==> src/rtl/tgrr_pkg.sv <==
package tgrr_pkg;

	// Number of heater zones and the width of a zone index
	localparam int ZONE_COUNT = 6;
	localparam int ZONE_W     = (ZONE_COUNT > 1) ? $clog2(ZONE_COUNT) : 1;

	typedef logic [ZONE_COUNT-1:0] zone_vec_t;
	typedef logic [ZONE_W-1:0]     zone_idx_t;

	// Result of one circular search
	typedef struct packed {
		logic      hit;
		zone_idx_t zone;
	} pick_t;

	// Circular search from start+1 for the first requesting zone, optionally
	// skipping one excluded zone. The start zone itself is checked last.
	function automatic pick_t find_zone(zone_idx_t start, zone_vec_t req,
			logic use_excl, zone_idx_t excl);
		pick_t           r;
		logic [ZONE_W:0] sum;
		zone_idx_t       z;
		r = '0;
		// walk from the far end so the nearest hit wins
		for (int k = ZONE_COUNT; k >= 1; k--) begin
			sum = {1'b0, start} + (ZONE_W+1)'(k);
			if (sum >= (ZONE_W+1)'(ZONE_COUNT)) begin
				sum = sum - (ZONE_W+1)'(ZONE_COUNT);
			end
			z = sum[ZONE_W-1:0];
			if (req[z] && !(use_excl && (z == excl))) begin
				r.hit  = 1'b1;
				r.zone = z;
			end
		end
		return r;
	endfunction

	// Index of the lowest set bit (zero when none)
	function automatic zone_idx_t lowest_zone(zone_vec_t v);
		zone_idx_t r;
		r = '0;
		for (int i = ZONE_COUNT - 1; i >= 0; i--) begin
			if (v[i]) begin
				r = ZONE_W'(i);
			end
		end
		return r;
	endfunction

	// Index of the highest set bit (zero when none)
	function automatic zone_idx_t highest_zone(zone_vec_t v);
		zone_idx_t r;
		r = '0;
		for (int i = 0; i < ZONE_COUNT; i++) begin
			if (v[i]) begin
				r = ZONE_W'(i);
			end
		end
		return r;
	endfunction

endpackage

==> src/rtl/tgrr_ifs.sv <==
// Request channel: one request vector per transfer
interface tgrr_req_if;
	import tgrr_pkg::*;
	logic      valid;
	logic      ready;
	zone_vec_t request_vector;
	modport source (output valid, output request_vector, input ready);
	modport sink   (input valid, input request_vector, output ready);
endinterface

// Grant channel: one grant vector per transfer
interface tgrr_gnt_if;
	import tgrr_pkg::*;
	logic      valid;
	logic      ready;
	zone_vec_t grant_vector;
	modport source (output valid, output grant_vector, input ready);
	modport sink   (input valid, input grant_vector, output ready);
endinterface

==> src/rtl/two_grant_round_robin_zone_arbiter.sv <==
// Two-grant round-robin zone arbiter.
//
// Channels: req (sink) carries a request vector, one bit per heater zone;
// gnt (source) carries the grant vector with at most two bits set. Both use
// valid/ready; a transfer happens on a clock edge with both high.
//
// Pipeline: a taken request is held in the input register and its grant is
// registered in the output register. Throughput is one request per cycle while
// the receiver takes grants; an input register and an output register bound a
// single pass of two circular priority searches plus the last-served update.
//
// Reset (arst_n low): both last-served zone indices go to zero, no grant is
// held and both pipeline stages are empty.
//
// Receiver stall: the grant stays valid and stable in the output register;
// an empty input register still takes one more request, and ready is low
// while both registers are full. No request or grant is dropped or repeated.
module two_grant_round_robin_zone_arbiter (
	input  logic      clk,
	input  logic      arst_n,
	tgrr_req_if.sink  req,
	tgrr_gnt_if.source gnt
);
	import tgrr_pkg::*;

	logic      valid_s1;
	zone_vec_t req_s1;
	logic      valid_s2;
	zone_vec_t grant_s2;
	zone_idx_t low_q;
	zone_idx_t high_q;
	zone_vec_t next_grants;
	logic      adv_s1;
	logic      take_in;

	// Pipeline control
	assign adv_s1    = valid_s1 && (!valid_s2 || gnt.ready);
	assign req.ready = !valid_s1 || adv_s1;
	assign take_in   = req.valid && req.ready;

	// Grant selection
	tgrr_pick u_pick (
		.req       (req_s1),
		.low_zone  (low_q),
		.high_zone (high_q),
		.grants    (next_grants)
	);

	// Input register
	always_ff @(posedge clk or negedge arst_n) begin
		if (!arst_n) begin
			valid_s1 <= 1'b0;
		end else if (req.ready) begin
			valid_s1 <= req.valid;
		end
	end

	always_ff @(posedge clk) begin
		if (take_in) begin
			req_s1 <= req.request_vector;
		end
	end

	// Output register and last-served pair
	always_ff @(posedge clk or negedge arst_n) begin
		if (!arst_n) begin
			valid_s2 <= 1'b0;
			low_q    <= '0;
			high_q   <= '0;
		end else begin
			if (adv_s1) begin
				valid_s2 <= 1'b1;
				// hold the pair when nothing was granted
				if (next_grants != '0) begin
					low_q  <= lowest_zone(next_grants);
					high_q <= highest_zone(next_grants);
				end
			end else if (gnt.ready) begin
				valid_s2 <= 1'b0;
			end
		end
	end

	always_ff @(posedge clk) begin
		if (adv_s1) begin
			grant_s2 <= next_grants;
		end
	end

	assign gnt.valid        = valid_s2;
	assign gnt.grant_vector = grant_s2;

endmodule

==> src/rtl/tgrr_pick.sv <==
module tgrr_pick (
	input  tgrr_pkg::zone_vec_t req,
	input  tgrr_pkg::zone_idx_t low_zone,
	input  tgrr_pkg::zone_idx_t high_zone,
	output tgrr_pkg::zone_vec_t grants
);
	import tgrr_pkg::*;

	pick_t pick1;
	pick_t pick2;

	// Source 1 from the low index, never the high index;
	// source 2 from the high index, never what source 1 took
	always_comb begin
		pick1  = find_zone(low_zone, req, 1'b1, high_zone);
		pick2  = find_zone(high_zone, req, pick1.hit, pick1.zone);
		grants = '0;
		if (pick1.hit) begin
			grants[pick1.zone] = 1'b1;
		end
		if (pick2.hit) begin
			grants[pick2.zone] = 1'b1;
		end
	end

endmodule

==> src/flat_wrapper.sv <==
// flat-port wrapper written by rule: the top's interface ports become plain ports
module two_grant_round_robin_zone_arbiter_flat import tgrr_pkg::*;
  (clk, arst_n, req_valid, req_request_vector, req_ready, gnt_valid, gnt_grant_vector, gnt_ready);
  tgrr_req_if req_i ();
  tgrr_gnt_if gnt_i ();
  input  logic clk;
  input  logic arst_n;
  input wire logic [$bits(req_i.valid)-1:0] req_valid;
  input wire logic [$bits(req_i.request_vector)-1:0] req_request_vector;
  output wire logic [$bits(req_i.ready)-1:0] req_ready;
  output wire logic [$bits(gnt_i.valid)-1:0] gnt_valid;
  output wire logic [$bits(gnt_i.grant_vector)-1:0] gnt_grant_vector;
  input wire logic [$bits(gnt_i.ready)-1:0] gnt_ready;
  assign req_i.valid = req_valid;
  assign req_i.request_vector = req_request_vector;
  assign req_ready = req_i.ready;
  assign gnt_valid = gnt_i.valid;
  assign gnt_grant_vector = gnt_i.grant_vector;
  assign gnt_i.ready = gnt_ready;
  two_grant_round_robin_zone_arbiter u_core (.clk(clk), .arst_n(arst_n), .req(req_i), .gnt(gnt_i));
endmodule
==> config.mk <==
export PLATFORM = sky130hd
export DESIGN_NAME = two_grant_round_robin_zone_arbiter_flat
export DESIGN_NICKNAME = d
export VERILOG_FILES = /design/src/rtl/tgrr_pkg.sv /design/src/rtl/tgrr_ifs.sv /design/src/rtl/two_grant_round_robin_zone_arbiter.sv /design/src/rtl/tgrr_pick.sv /design/src/flat_wrapper.sv
export SDC_FILE = /design/constraint.sdc
export NUM_CORES = 1
export LEC_CHECK = 0
export BUFFER_PORTS_ARGS = -buffer_cell sky130_fd_sc_hd__buf_4
export CAP_MARGIN = 30
export CORE_MARGIN = 10
export CORE_UTILIZATION = 60
export CTS_CLUSTER_SIZE = 40
export DETAILED_ROUTE_END_ITERATION = 7
export PLACE_DENSITY = 0.78
export SETUP_SLACK_MARGIN = 0.1
export SYNTH_ARGS = -nofsm -noshare
export SYNTH_HDL_FRONTEND = slang
export SYNTH_SLANG_ARGS = --single-unit
==> constraint.sdc <==
create_clock -name clk -period 6.1 [get_ports clk]
set_clock_uncertainty 0.05 [all_clocks]
set_input_delay 1.22 -clock clk [delete_from_list [all_inputs] [get_ports clk]]
set_output_delay 1.22 -clock clk [all_outputs]
set_load 0.05 [all_outputs]
==> results.sh, run 1 <==
export IMPL_global_route_overflow_total=0
export IMPL_synth_cell_types=95
export IMPL_critical_path_top_delay_family="compound AO/OA/AOI/OAI gates"
export IMPL_met3_usage_pct=2.57
export IMPL_placementRows=27
export IMPL_detailedPlacementHpwl_um=7510
export IMPL_place_congestion=0.976
export IMPL_remaining_drc_errors=0
export IMPL_final_fill_count=479
export IMPL_antenna_cells_inserted=0
export IMPL_antenna_found_initial=0
export IMPL_place_area_um2=3610
export IMPL_totalNegativeSetupSlack_ns=0
export IMPL_clock_root_buffer="sky130_fd_sc_hd__clkbuf_8"
export IMPL_crit_path_top_delay_cell="sky130_fd_sc_hd__ha_1"
export IMPL_final_area_um2=3700
export IMPL_postRouteAntennaNets=0
export IMPL_multi_input_gate_area_um2=2740
export IMPL_net_total_in_the_final_layout=457
export IMPL_worst_path_stages=16
export IMPL_gr_usage_met2_pct=33.3
export IMPL_cts_sink_cnt=20
export IMPL_area_growth_syn_to_layout_pct=6.29
export IMPL_dpl_worst_slack_ns=0.654
export IMPL_holdBufCountCts=0
export IMPL_regArea_um2=561
export IMPL_critPathCaptureType="flop"
export IMPL_clock_slew_at_reported_path_ffs_ns=0.08
export IMPL_num_vias=3422
export IMPL_outcome="finished, final reports clean"
export IMPL_async_flop_share_pct=40.0
export IMPL_cts_post_setup_buffers_inserted=0
export IMPL_timing_critical_path_cells="inv_1 -> ha_1 -> clkinv_1 -> nor4_1 -> o2bb2a_1 -> nor2_1 -> a31oi_1 -> o21ai_4 -> xor2_1 -> a31oi_4 -> o311a_1 -> o32a_1 -> o32ai_2 -> a31o_1 -> a21oi_1 -> o31ai_2"
export IMPL_grt_busiest_layer="met2"
export IMPL_launch_point_of_the_worst_path="u_core.low_q[1]"
export IMPL_clk_path_buf_depth=2
export IMPL_clock_tree_htree_level_count=1
export IMPL_cts_resized_gates=0
export IMPL_grt_setup_unrepaired="false"
export IMPL_hold_viol_final=0
export IMPL_worst_pin_slew_ns=0.679
export IMPL_dominantRegCellSynth="sky130_fd_sc_hd__edfxtp_1"
export IMPL_ioPinCount=18
export IMPL_syn_inst=418
export IMPL_pin_count_of_the_biggest_net_entering_global_routing=26
export IMPL_rrSetupSlack_ns=0.54
export IMPL_max_freq_mhz=180
export IMPL_worstSkewPairLatency_ns=0.27
export IMPL_r2r_start="u_core.low_q[1]"
export IMPL_fp_dieW_um=96.2
export IMPL_clock_tree_from_tritoncts="done"
export IMPL_worst_slew_margin_rel_pct=54.8
export IMPL_cell_depth_of_the_worst_flop_to_flop_path=16
export IMPL_grt_pass1_wl_um=15500
export IMPL_synth_edf_count=12
export IMPL_core_area_um2=5570
export IMPL_vias_per_cell=6.87
export IMPL_yosys_warnings=0
export IMPL_critical_path_max_stage_delay_ns=0.72
export IMPL_layout_common_cells="sky130_fd_sc_hd__nand2_1, sky130_fd_sc_hd__nor2_1, sky130_fd_sc_hd__a21oi_1"
export IMPL_die_area_um2=9250
export IMPL_gr_usage_met1_pct=27.7
export IMPL_critical_path_max_fanout=19
export IMPL_synth_area_per_cell_um2=8.33
export IMPL_cp_buffers_inverters=2
export IMPL_synth_area_um2=3480
export IMPL_nets_in_the_synthesized_netlist=448
export IMPL_r2r_end="u_core.low_q[0]"
export IMPL_crit_path_start_kind="flop"
export IMPL_drive_gt1_share_pct=14.8
export IMPL_final_common_cell="sky130_fd_sc_hd__nand2_1"
export IMPL_floorplan_initialDensity_pct=62.5
export IMPL_route_final_wire_length_um=9710
export IMPL_yosys_top_cells_area="sky130_fd_sc_hd__edfxtp_1, sky130_fd_sc_hd__ha_1, sky130_fd_sc_hd__nand2_1"
export IMPL_dr_pass1_iters=5
export IMPL_die_h_um=96.2
export IMPL_final_period_demand_of_the_worst_path_ns=5.56
export IMPL_worst_hold_path_type="reg2reg"
export IMPL_placement_io_buffers=17
export IMPL_cp_data_arrival_time_ns=5.69
export IMPL_setup_slack_after_layout_ns=0.540
export IMPL_synthDominantCellAreaShare_pct=10.3
export IMPL_cts_inserted_buffers=3
export IMPL_post_drt_wl_per_cell_um=19.5
export IMPL_crit_required_ns=6.23
export IMPL_whs_ns=0.460
export IMPL_post_route_fraction_of_the_period_consumed_by_the_critical_path_pct=91.1
export IMPL_maxCapViolCount=0
export IMPL_final_setup_vio_count=0
export IMPL_detailedRoute_firstIterationViolations=343
export IMPL_part_of_the_yosys_area_used_for_sequential_elements_pct=16.1
export IMPL_final_slew_viol_count=0
export IMPL_worst_setup_path_type="reg2reg"
export IMPL_first_global_vias=3197
export IMPL_yosys_area_top_type="sky130_fd_sc_hd__edfxtp_1"
export IMPL_endpoint="u_core.low_q[0]"
export IMPL_grtUsageTotal_pct=20.7
export IMPL_ys_seq_elements=20
-- Yosys cell counts (4+ instances only) --
cell type	count
sky130_fd_sc_hd__xor2_1	12
sky130_fd_sc_hd__nand3_1	12
sky130_fd_sc_hd__nor2_1	27
sky130_fd_sc_hd__a21o_1	5
sky130_fd_sc_hd__inv_1	19
sky130_fd_sc_hd__a31oi_1	11
sky130_fd_sc_hd__o211ai_1	9
sky130_fd_sc_hd__edfxtp_1	12
sky130_fd_sc_hd__mux2i_1	19
sky130_fd_sc_hd__nand2_1	55
sky130_fd_sc_hd__and3_1	5
sky130_fd_sc_hd__buf_2	7
sky130_fd_sc_hd__nor3_1	8
sky130_fd_sc_hd__nand2b_1	8
sky130_fd_sc_hd__and2_1	5
sky130_fd_sc_hd__o21ai_0	14
sky130_fd_sc_hd__nor4_1	5
sky130_fd_sc_hd__xnor2_1	19
sky130_fd_sc_hd__nand4_1	5
sky130_fd_sc_hd__dfrtp_1	8
sky130_fd_sc_hd__ha_1	20
sky130_fd_sc_hd__mux2_2	4
sky130_fd_sc_hd__a21oi_1	23
-- registers in the layout, summed over array words and instances, names as in the netlist --
| register | flops |
|---|---|
| u_core.gnt.grant_vector | 6 |
| u_core.req_s1 | 6 |
| u_core.high_q | 3 |
| u_core.low_q | 3 |
| u_core.gnt.valid | 1 |
| u_core.valid_s1 | 1 |
-- how the worst min path moves through the flow --
| stage | from | end | slack (ns) | cells after the start |
|---|---|---|---|---|
| 6_report | u_core.valid_s1 | u_core.gnt.valid | 0.46 | 1 |
| 3_3_place_gp | u_core.valid_s1 | u_core.gnt.valid | 0.44 | 1 |
| 4_1_cts | u_core.valid_s1 | u_core.gnt.valid | 0.46 | 1 |
| 3_5_place_dp | u_core.valid_s1 | u_core.gnt.valid | 0.44 | 1 |
| 5_1_grt | u_core.valid_s1 | u_core.gnt.valid | 0.49 | 1 |
| 2_1_floorplan | u_core.valid_s1 | u_core.gnt.valid | 0.41 | 1 |
-- stage by stage --
| step | instances | utilization, % |
|---|---|---|
| 2_1_floorplan | 418 | - |
| 3_3_place_gp | 494 | 64.8 |
| 3_5_place_dp | 494 | 64.8 |
| 4_1_cts | 498 | 66.1 |
| 5_1_grt | 498 | 66.4 |
| 6_report | 498 | 66.4 |
-- cells by family (layout without fill, tap and decap cells) --
group           count (synthesis)  in the layout  share of synthesized area, %
compound gates                129            129                          31.0
xor+xnor                       34             34                          9.52
fa+ha+maj                      20             20                          7.19
buf+inv                        38             46                          5.57
flops                          20             20                          16.1
mux                            28             28                          9.20
simple gates                  149            149                          21.4
-- metal layers --
metal,vias up,wire length (µm)
li1,1590,-
met1,1609,4340
met2,186,4340
met3,37,740
met4,0,286
met5,-,0
-- worst register-to-register path, stage by stage (launching register included) --
cell and delay [ns]:
sky130_fd_sc_hd__dfrtp_1 0.59, sky130_fd_sc_hd__inv_1 0.25, sky130_fd_sc_hd__ha_1 0.72, sky130_fd_sc_hd__clkinv_1 0.40, sky130_fd_sc_hd__nor4_1 0.39, sky130_fd_sc_hd__o2bb2a_1 0.33
sky130_fd_sc_hd__nor2_1 0.11, sky130_fd_sc_hd__a31oi_1 0.36, sky130_fd_sc_hd__o21ai_4 0.22, sky130_fd_sc_hd__xor2_1 0.38, sky130_fd_sc_hd__a31oi_4 0.16, sky130_fd_sc_hd__o311a_1 0.40
sky130_fd_sc_hd__o32a_1 0.42, sky130_fd_sc_hd__o32ai_2 0.30, sky130_fd_sc_hd__a31o_1 0.14, sky130_fd_sc_hd__a21oi_1 0.07, sky130_fd_sc_hd__o31ai_2 0.18
-- cell type report --
type                    instances  share of cell area, %
well taps                      72                   2.43
clock buffers                   3                   1.12
multi-input cells             360                   74.1
flip-flops and latches         20                   15.1
repair buffers                 21                   4.26
inverters                      21                   2.13
clock inverters                 1                  0.811
Power of run 1 is not shown: default switching activity piles up to over one toggle a cycle in this logic, so the estimate is an artifact.
==> run 2: changes to the inputs <==
--- a/config.mk
+++ b/config.mk
@@ -7,6 +7,7 @@
 export LEC_CHECK = 0
 export BUFFER_PORTS_ARGS = -buffer_cell sky130_fd_sc_hd__buf_4
 export CAP_MARGIN = 30
+export CORE_ASPECT_RATIO = 1.2
 export CORE_MARGIN = 10
 export CORE_UTILIZATION = 60
 export CTS_CLUSTER_SIZE = 40
==> results.sh, run 2 (synthesis results as in run 1) <==
export IMPL_post_drt_wl_per_cell_um=19.9
export IMPL_hold_viol_final=0
export IMPL_final_slew_viol_count=0
export IMPL_clock_tree_from_tritoncts="done"
export IMPL_clk_path_buf_depth=2
export IMPL_antenna_cells_inserted=0
export IMPL_worstSkewPairLatency_ns=0.25
export IMPL_die_area_um2=9260
export IMPL_die_h_um=103
export IMPL_worst_hold_path_type="reg2reg"
export IMPL_place_congestion=0.979
export IMPL_outcome="finished, final reports clean"
export IMPL_cp_data_arrival_time_ns=5.55
export IMPL_antenna_found_initial=0
export IMPL_post_route_fraction_of_the_period_consumed_by_the_critical_path_pct=89.4
export IMPL_detailedPlacementHpwl_um=7600
export IMPL_totalNegativeSetupSlack_ns=0
export IMPL_layout_common_cells="sky130_fd_sc_hd__nand2_1, sky130_fd_sc_hd__nor2_1, sky130_fd_sc_hd__a21oi_1"
export IMPL_dr_pass1_iters=5
export IMPL_layout_core_utilization_pct=65.0
export IMPL_clock_root_buffer="sky130_fd_sc_hd__clkbuf_8"
export IMPL_grtUsageTotal_pct=21.1
export IMPL_maxCapViolCount=0
export IMPL_max_freq_mhz=183
export IMPL_place_inst=487
export IMPL_net_total_in_the_final_layout=458
export IMPL_num_vias=3396
export IMPL_drive_gt1_share_pct=15.0
export IMPL_postRouteAntennaNets=0
export IMPL_pin_count_of_the_biggest_net_entering_global_routing=23
export IMPL_worst_slew_margin_rel_pct=52.6
export IMPL_remaining_drc_errors=0
export IMPL_clock_tree_htree_level_count=1
export IMPL_grt_pass1_wl_um=15700
export IMPL_clock_slew_at_reported_path_ffs_ns=0.07
export IMPL_final_fill_count=488
export IMPL_detailedRoute_firstIterationViolations=236
export IMPL_critical_path_max_fanout=14
export IMPL_route_final_wire_length_um=9770
export IMPL_worst_pin_slew_ns=0.711
export IMPL_global_route_overflow_total=0
export IMPL_crit_required_ns=6.19
export IMPL_first_global_vias=3163
export IMPL_ioPinCount=18
export IMPL_worst_setup_path_type="reg2reg"
export IMPL_finish_cell_count_without_fillers=491
export IMPL_grt_setup_unrepaired="false"
export IMPL_final_setup_vio_count=0
export IMPL_core_area_um2=5630
export IMPL_fp_dieW_um=89.5
export IMPL_cts_sink_cnt=20
export IMPL_cts_post_setup_buffers_inserted=0
export IMPL_floorplan_initialDensity_pct=61.8
export IMPL_crit_path_start_kind="flop"
export IMPL_vias_per_cell=6.92
export IMPL_final_common_cell="sky130_fd_sc_hd__nand2_1"
export IMPL_placementRows=30
export IMPL_area_growth_syn_to_layout_pct=5.10
export IMPL_critPathCaptureType="flop"
export IMPL_placement_io_buffers=17
export IMPL_cts_inserted_buffers=3
export IMPL_final_period_demand_of_the_worst_path_ns=5.45
## run 2: cell types whose count changed in the layout (fill, tap and decap cells not counted)
| cell | previous run | this run |
|---|---|---|
| sky130_fd_sc_hd__a21boi_2 | 0 | 1 |
| sky130_fd_sc_hd__a21boi_4 | 2 | 1 |
| sky130_fd_sc_hd__buf_4 | 21 | 22 |
| sky130_fd_sc_hd__bufinv_16 | 1 | 0 |
| sky130_fd_sc_hd__clkinv_1 | 1 | 2 |
| sky130_fd_sc_hd__ha_1 | 20 | 19 |
| sky130_fd_sc_hd__ha_2 | 0 | 1 |
| sky130_fd_sc_hd__o21ai_2 | 0 | 1 |
| sky130_fd_sc_hd__o21ai_4 | 2 | 1 |
## run 2: final cells by class
type                    instances  area [µm²]  area share (%)
clock inverters                 1        3.75           0.103
repair buffers                 22         165            4.51
flip-flops and latches         20         561            15.3
inverters                      21        78.8            2.15
clock buffers                   3        41.3            1.13
well taps                      64        80.1            2.19
multi-input cells             360        2730            74.6
## run 2: through the flow
stage	setup WS, ns	hold slack (ns)	instance area, µm²
detailed placement	0.664	0.439	3610
CTS	0.615	0.459	3660
floorplan	1.44	0.407	3480
global route	0.199	0.501	3660
global placement	0.709	0.425	3610
finish	0.647	0.468	3660
## run 2: path summary, 6_finish.rpt
check / from / endpoint / slack [ns] / depth (start not counted)
setup / recovery: u_core.low_q[1] / u_core.high_q[0] / 0.65 / 16
hold / removal: u_core.valid_s1 / u_core.gnt.valid / 0.47 / 1
setup reg to reg: u_core.low_q[1] / u_core.high_q[0] / 0.65 / 16
hold reg to reg: u_core.valid_s1 / u_core.gnt.valid / 0.47 / 1
max in group asynchronous: arst_n / u_core.gnt.valid / 5.15 / 1
min in group asynchronous: arst_n / u_core.high_q[0] / 0.72 / 1
## run 2: per-layer routing
layer	vias to the layer above	global-route usage [%]	part of all wire, %
met5	-	0	0
met4	0	10.5	4.4
met3	33	2.27	4.2
met2	120	37.6	51
met1	1646	24.3	40
li1	1597	-	-
## run 2: critical path: stages (launching register included)
cell and delay (ns):
sky130_fd_sc_hd__dfrtp_1 0.60, sky130_fd_sc_hd__inv_1 0.26, sky130_fd_sc_hd__ha_1 0.65, sky130_fd_sc_hd__mux4_2 0.59
sky130_fd_sc_hd__o311ai_1 0.11, sky130_fd_sc_hd__a22oi_1 0.21, sky130_fd_sc_hd__a31oi_1 0.24, sky130_fd_sc_hd__o31ai_2 0.14
sky130_fd_sc_hd__o21ai_2 0.50, sky130_fd_sc_hd__xor2_1 0.37, sky130_fd_sc_hd__a31oi_4 0.16, sky130_fd_sc_hd__o311a_1 0.39
sky130_fd_sc_hd__o32ai_1 0.46, sky130_fd_sc_hd__o41ai_2 0.17, sky130_fd_sc_hd__a21oi_1 0.16, sky130_fd_sc_hd__nor2_1 0.05
sky130_fd_sc_hd__o31a_1 0.23
## run 2: what timing repair did
action,in CTS,in global routing
setup endpoints to repair,0,1
resized for setup,0,1
hold endpoints to repair,0,0
hold buffers,0,0
Power of run 2 is left out for the same reason.
